`src/design/ddnms_pkg.sv`:
```
// ----------------------------------------------------------------------------
// ddnms_pkg
// Shared types, constants and codes for the per-class detection decoder.
// ----------------------------------------------------------------------------
package ddnms_pkg;

  // Store and frame limits
  localparam int MAX_CAND   = 512;
  localparam int CAND_AW    = $clog2(MAX_CAND);
  localparam int CNT_W      = CAND_AW + 1;
  localparam int CLASSES    = 16;
  localparam int CLS_W      = 4;
  localparam int MAX_DET    = 64;
  localparam int DET_W      = 7;
  localparam int EDGE_STEPS = 4;

  // Edge rounding: Q.17 product back to Q12.4, half up
  localparam int RND_ADD   = 4096;
  localparam int RND_SHIFT = 13;

  // Configuration reset values
  localparam logic [15:0] CONF_RST = 16'd16384;
  localparam logic [15:0] IOU_RST  = 16'd29491;
  localparam logic [6:0]  MAXD_RST = 7'd64;
  localparam logic [15:0] INVR_RST = 16'd4096;
  localparam logic [11:0] IMG_RST  = 12'd960;

  typedef enum logic [2:0] {
    CFG_CONF,
    CFG_IOU,
    CFG_MAXDET,
    CFG_PADL,
    CFG_PADT,
    CFG_INVR,
    CFG_IMGW,
    CFG_IMGH
  } cfg_idx_e;

  typedef enum logic [3:0] {
    S_IN,
    S_EDGE,
    S_STORE,
    S_FIND_INIT,
    S_FIND,
    S_NEXT,
    S_PICK,
    S_SUP,
    S_FLUSH
  } state_e;

  typedef struct packed {
    logic [15:0] center_x;
    logic [15:0] center_y;
    logic [15:0] box_width;
    logic [15:0] box_height;
    logic [3:0]  class_index;
    logic [15:0] class_score;
    logic        last_of_anchor;
    logic        last_of_frame;
  } in_item_t;

  typedef struct packed {
    logic        valid_res;
    logic [15:0] left;
    logic [15:0] top;
    logic [15:0] right;
    logic [15:0] bottom;
    logic [15:0] score;
    logic [3:0]  det_cls;
    logic        overflow;
    logic        last;
  } out_item_t;

  // One candidate store word
  typedef struct packed {
    logic [15:0]      score;
    logic [CLS_W-1:0] cls;
    logic [15:0]      l;
    logic [15:0]      t;
    logic [15:0]      r;
    logic [15:0]      b;
  } entry_t;

  // Controller to datapath
  typedef struct packed {
    logic       accept;
    logic       edge_mul;
    logic [1:0] edge_sel;
    logic       edge_post;
    logic       store;
    logic       scan_start;
    logic       scan_sup;
    logic       cls_inc;
    logic       pick;
    logic       flush;
  } cmd_t;

  // Datapath to controller
  typedef struct packed {
    logic fire;
    logic close;
    logic cand;
    logic full;
    logic frame;
    logic frame_q;
    logic scan_busy;
    logic found;
    logic cls_last;
    logic cap_hit;
    logic pend_valid;
    logic out_free;
  } sts_t;

endpackage

```
`src/design/ddnms_ctrl.sv`:
```
// ----------------------------------------------------------------------------
// ddnms_ctrl
// Sequencer: input intake, edge mapping steps, per-class pick/suppress scans.
// ----------------------------------------------------------------------------
module ddnms_ctrl (
  input  logic               clk_i,
  input  logic               rst_ni,
  input  ddnms_pkg::sts_t    sts_i,
  output ddnms_pkg::cmd_t    cmd_o
);

  ddnms_pkg::state_e state_q, state_d;
  logic [2:0]        step_q, step_d;

  // State and step registers
  always_ff @(posedge clk_i or negedge rst_ni) begin
    if (!rst_ni) begin
      state_q <= ddnms_pkg::S_IN;
      step_q  <= '0;
    end else begin
      state_q <= state_d;
      step_q  <= step_d;
    end
  end

  assign step_d = (state_q == ddnms_pkg::S_EDGE) ? step_q + 3'd1 : 3'd0;

  // Next state
  always_comb begin
    state_d = state_q;
    unique case (state_q)
      ddnms_pkg::S_IN: begin
        if (sts_i.fire) begin
          if (sts_i.close && sts_i.cand && !sts_i.full) state_d = ddnms_pkg::S_EDGE;
          else if (sts_i.frame)                         state_d = ddnms_pkg::S_FIND_INIT;
        end
      end
      ddnms_pkg::S_EDGE: begin
        if (step_q == 3'(ddnms_pkg::EDGE_STEPS)) state_d = ddnms_pkg::S_STORE;
      end
      ddnms_pkg::S_STORE:
        state_d = sts_i.frame_q ? ddnms_pkg::S_FIND_INIT : ddnms_pkg::S_IN;
      ddnms_pkg::S_FIND_INIT:
        state_d = sts_i.cap_hit ? ddnms_pkg::S_FLUSH : ddnms_pkg::S_FIND;
      ddnms_pkg::S_FIND: begin
        if (!sts_i.scan_busy) state_d = sts_i.found ? ddnms_pkg::S_PICK : ddnms_pkg::S_NEXT;
      end
      ddnms_pkg::S_NEXT:
        state_d = sts_i.cls_last ? ddnms_pkg::S_FLUSH : ddnms_pkg::S_FIND_INIT;
      ddnms_pkg::S_PICK: begin
        if (!sts_i.pend_valid || sts_i.out_free) state_d = ddnms_pkg::S_SUP;
      end
      ddnms_pkg::S_SUP: begin
        if (!sts_i.scan_busy) state_d = ddnms_pkg::S_FIND_INIT;
      end
      ddnms_pkg::S_FLUSH: begin
        if (sts_i.out_free) state_d = ddnms_pkg::S_IN;
      end
      default: state_d = ddnms_pkg::S_IN;
    endcase
  end

  // Commands
  always_comb begin
    cmd_o = '0;
    unique case (state_q)
      ddnms_pkg::S_IN: cmd_o.accept = 1'b1;
      ddnms_pkg::S_EDGE: begin
        cmd_o.edge_mul  = (step_q < 3'(ddnms_pkg::EDGE_STEPS));
        cmd_o.edge_sel  = step_q[1:0];
        cmd_o.edge_post = (step_q != 3'd0);
      end
      ddnms_pkg::S_STORE: cmd_o.store = 1'b1;
      ddnms_pkg::S_FIND_INIT: cmd_o.scan_start = !sts_i.cap_hit;
      ddnms_pkg::S_FIND: ;
      ddnms_pkg::S_NEXT: cmd_o.cls_inc = !sts_i.cls_last;
      ddnms_pkg::S_PICK: begin
        if (!sts_i.pend_valid || sts_i.out_free) begin
          cmd_o.pick       = 1'b1;
          cmd_o.scan_start = 1'b1;
          cmd_o.scan_sup   = 1'b1;
        end
      end
      ddnms_pkg::S_SUP: ;
      ddnms_pkg::S_FLUSH: cmd_o.flush = sts_i.out_free;
      default: ;
    endcase
  end

endmodule

```
`config.mk`:
```
export PLATFORM = sky130hd
export DESIGN_NAME = ddnms_ctrl
export DESIGN_NICKNAME = d
export VERILOG_FILES = /design/src/design/ddnms_pkg.sv /design/src/design/ddnms_ctrl.sv
export SDC_FILE = /design/constraint.sdc
export NUM_CORES = 1
export LEC_CHECK = 0
export BUFFER_PORTS_ARGS = -buffer_cell sky130_fd_sc_hd__buf_2
export CORE_ASPECT_RATIO = 1.2
export CORE_UTILIZATION = 40
export DETAILED_ROUTE_END_ITERATION = 6
export HOLD_SLACK_MARGIN = 0.15
export PLACE_DENSITY = 0.77
export REMOVE_ABC_BUFFERS = 1
export SLEW_MARGIN = 20
export SYNTH_ARGS = -nofsm -noshare
export SYNTH_HDL_FRONTEND = slang
export SYNTH_SLANG_ARGS = --single-unit
```
`constraint.sdc`:
```
create_clock -name clk_i -period 1.51 [get_ports clk_i]
set_input_delay 0.151 -clock clk_i [delete_from_list [all_inputs] [get_ports clk_i]]
set_output_delay 0.151 -clock clk_i [all_outputs]
set_load 0.05 [all_outputs]
```
==> impl_metrics.csv <==
group,metric,value,unit
power_and_ir_drop,switching_share,45.6,%
clocking,cts_buffer_depth,2,
drt,post-route-drc-count,0,
logic_synthesis,postSynthCellCount,79,
sta,max_slew.worst_pin.slew,0.436,ns
sta,grt_setup_unrepaired,"true",
floorplan,placementRows,15,
floorplan,coreArea,1460,um2
critical_path,critical_path_class,"register to register",
sta,max_clock_freq,548,MHz
critical_path,critical_path_peak_fanout,5,
drt,routed_wire_length_per_instance,18.7,um
power_and_ir_drop,p_seq_share,11.7,%
clocking,tritoncts,"built",
logic_synthesis,synth-main-ff-cell,"dfrtp_1",
logic_synthesis,synth-async-reset-ratio,100,%
logic_synthesis,synth_top_cells_by_area,"dfrtp_1, nor2_1, nand3b_1, ha_1, inv_1",
layout,synthToLayoutAreaGrowth,102,%
place,finalWeightedCongestion,0.899,
layout,final-instance-count-excl-fill,155,
logic_synthesis,synth_top_area_share,27.1,%
logic_synthesis,part_of_the_yosys_area_used_for_sequential_elements,27.1,%
place,port_buffers,24,
drt,drt_first_iter_violations,28,
layout,finish.net_count,155,
sta,final.setup.worst_slack,-0.315,ns
floorplan,chipHeight,46.0,um
layout,antenna-diode-count,0,
run,max-cap-violations,0,
floorplan,design.portCount,25,
logic_synthesis,synthTopCellsByCount,"nor2_1, dfrtp_1, inv_1, nand2_1",
grt,vias_in_the_first_global_route,805,
clocking,clock-sinks,7,
critical_path,critical_path.reg2reg.startpoint,"state_q[3]$_DFFE_PN0P_",
critical_path,worst_reg_to_reg_path_cell_count,6,
critical_path,worst-endpoint-required,1.65,ns
power_and_ir_drop,pwr_density_cell,2200,nW/um2
logic_synthesis,synth.cell_area,646,um2
sta,timing.final.setup_violations,13,
critical_path,setup.worst_path.end_class,"register",
logic_synthesis,synthMostInstantiatedCell,"nor2_1",
grt,grt.total_usage,28.3,%
run_status,outcome,"finished, violations left",
power_and_ir_drop,internal_power,0.00156,W
floorplan,die_width,38.7,um
sta,worst_clk_skew,0.0149,ns
layout,drive_gt1_share,63.0,%
critical_path,reg2reg_setup_slack,-0.31,ns
grt,first_pass_grt_wire_length,3.44,mm
hold_path,worstHoldPathType,"input pin to asynchronous set/reset pin",
logic_synthesis,syn-mean-instance-area,8.17,um2
drt,route.antenna.remaining_nets,0,
drt,firstDrtPassIters,4,
logic_synthesis,yosysWarnings,0,
logic_synthesis,yosys.area.top_type,"dfrtp_1",
grt,grt.overflow.total,0,
grt,initial_antenna_violation_count,0,
drt,vias_per_cell,5.86,
run_status,failed_checks,"setup timing",
clocking,root_buffer_master,"clkbuf_4",
power_and_ir_drop,irDropWorstVdd,1.30,mV
sta,final_report_hold_violation_count,0,
sta,finalMaxSlewViolations,0,
sta,post-route-period-util,121,%
logic_synthesis,synth_enable_flop_cells,0,
power_and_ir_drop,clock_power_share,6.6,%
critical_path,timing.critical_path.from_type,"register",
drt,vias,909,
sta,timing.setup.tns,-2.20,ns
drt,routed_wirelength,2.89,mm
logic_synthesis,yosys.cell_types.count,38,
clocking,numCtsBuffers,3,
logic_synthesis,ys_ff_latch,7,
power_and_ir_drop,power.combinational.fraction,81.7,%
floorplan,initial_core_utilization,44.1,%
clocking,cts.clk_slew.worst_paths,0.07,ns
power_and_ir_drop,leakage,0.621,nW
power_and_ir_drop,power.switching,0.00131,W
critical_path,rr_endpoint,"state_q[0]$_DFFE_PN0P_",
place,numPlacedInstances,131,
clocking,htreeDepth,1,
clocking,clk-insertion-delay-late,0.27,ns
critical_path,worst_ep_arrival_time,1.96,ns
sta,slew_headroom,70.6,%
grt,grt_start_max_net_pins,11,
floorplan,die-area,1780,um2
place,hpwlAfterDp,1.48,mm
sta,final_period_minus_worst_setup_slack,1.82,ns
## what timing repair did
item	in CTS	in global routing
hold endpoints to repair	7	0
hold buffers	1	0
cloned	0	0
pin swaps	8	11
buffers inserted	10	10
setup endpoints to repair	14	14
resized for setup	46	18
## cell families (layout without fill, tap and decap cells)
| kind of cell | Yosys count | count (layout) | share of synthesized area, % |
|---|---|---|---|
| and+or+nand+nor | 39 | 39 | 37.8 |
| AOI/OAI and AO/OA | 16 | 16 | 17.4 |
| buffers and inverters | 13 | 72 | 10.1 |
| DFF | 7 | 7 | 27.1 |
| adders and majority gates | 2 | 2 | 3.88 |
| xor gates and xnor gates | 1 | 1 | 1.36 |
| muxes | 1 | 1 | 2.32 |
## per-layer routing
metal	up-vias	global-route usage [%]	part of all wire [%]	routed length, um
met3	12	5.88	5.1	146
li1	401	-	-	-
met1	439	26.5	35	1010
met5	-	0	0	0
met2	57	55.0	58	1680
met4	0	14.5	2.1	62
## layout make-up
class	count	area [um2]
fillers	69	159
repair buffers	62	541
flip-flops and latches	7	178
inverters	6	22.5
multi-input cells	59	515
well taps	17	21.3
clock inverters	1	5.00
clock buffers	3	22.5
## critical path, stage by stage, from the launching register on
cell and delay [ns]:
dfrtp_2 0.45, buf_6 0.15, buf_4 0.13, nor3_1 0.23
o21ai_1 0.18, and4_4 0.23, mux2_4 0.30
## stage by stage
stage               worst slack, ns  hold slack (ns)  utilization (%)  total power, W  cell area, um2
global route                 -0.331            0.249             89.1         0.00298            1310
CTS                          -0.177            0.250             79.8         0.00242            1170
finish                       -0.315            0.239             89.1         0.00287            1310
global placement            -0.0796          -0.0101             60.1         0.00167             880
detailed placement           -0.159         -0.00452             60.1         0.00173             880
floorplan                     -4.87           -0.145                -         0.00118             603
## layout by cell type (no fill, tap or decap), types with 2 or more instances in the layout
master     n
buf_8      6
buf_6     16
ha_1       2
buf_4     26
o21ai_0    3
dfrtp_2    2
nand3b_1   4
inv_1      6
dfrtp_1    5
nand2_2    2
nor2_4     2
a21o_1     2
nand2_1    4
a31oi_1    2
buf_2     13
and2_1     2
nor2_1     8
clkbuf_4   3
## power by group through the flow
| stage | sequential [W] | combinational (W) | clock (W) |
|---|---|---|---|
| 2_1_floorplan | 0.000422 | 0.000760 | 0 |
| 3_3_place_gp | 0.000310 | 0.00136 | 0 |
| 3_5_place_dp | 0.000317 | 0.00141 | 0 |
| 4_1_cts | 0.000315 | 0.00193 | 0.000178 |
| 5_1_grt | 0.000340 | 0.00243 | 0.000211 |
| 6_report | 0.000336 | 0.00234 | 0.000189 |
## state kept, by name, summed over array words and instances, names as in the netlist
register / count
state_q: 4
step_q: 3
## worst max path at each step
stage / slack, ns / to / startpoint / cells after the start
floorplan: -4.87 / cmd_o[4] / state_q[2]$_DFFE_PN0P_ / 3
global placement: -0.08 / state_q[0]$_DFFE_PN0P_ / state_q[2]$_DFFE_PN0P_ / 5
detailed placement: -0.16 / state_q[0]$_DFFE_PN0P_ / state_q[1]$_DFFE_PN0P_ / 5
CTS: -0.18 / cmd_o[4] / state_q[0]$_DFFE_PN0P_ / 5
global route: -0.33 / state_q[0]$_DFFE_PN0P_ / state_q[3]$_DFFE_PN0P_ / 6
finish: -0.31 / state_q[0]$_DFFE_PN0P_ / state_q[3]$_DFFE_PN0P_ / 6
Power figures use the tool's default switching activity.
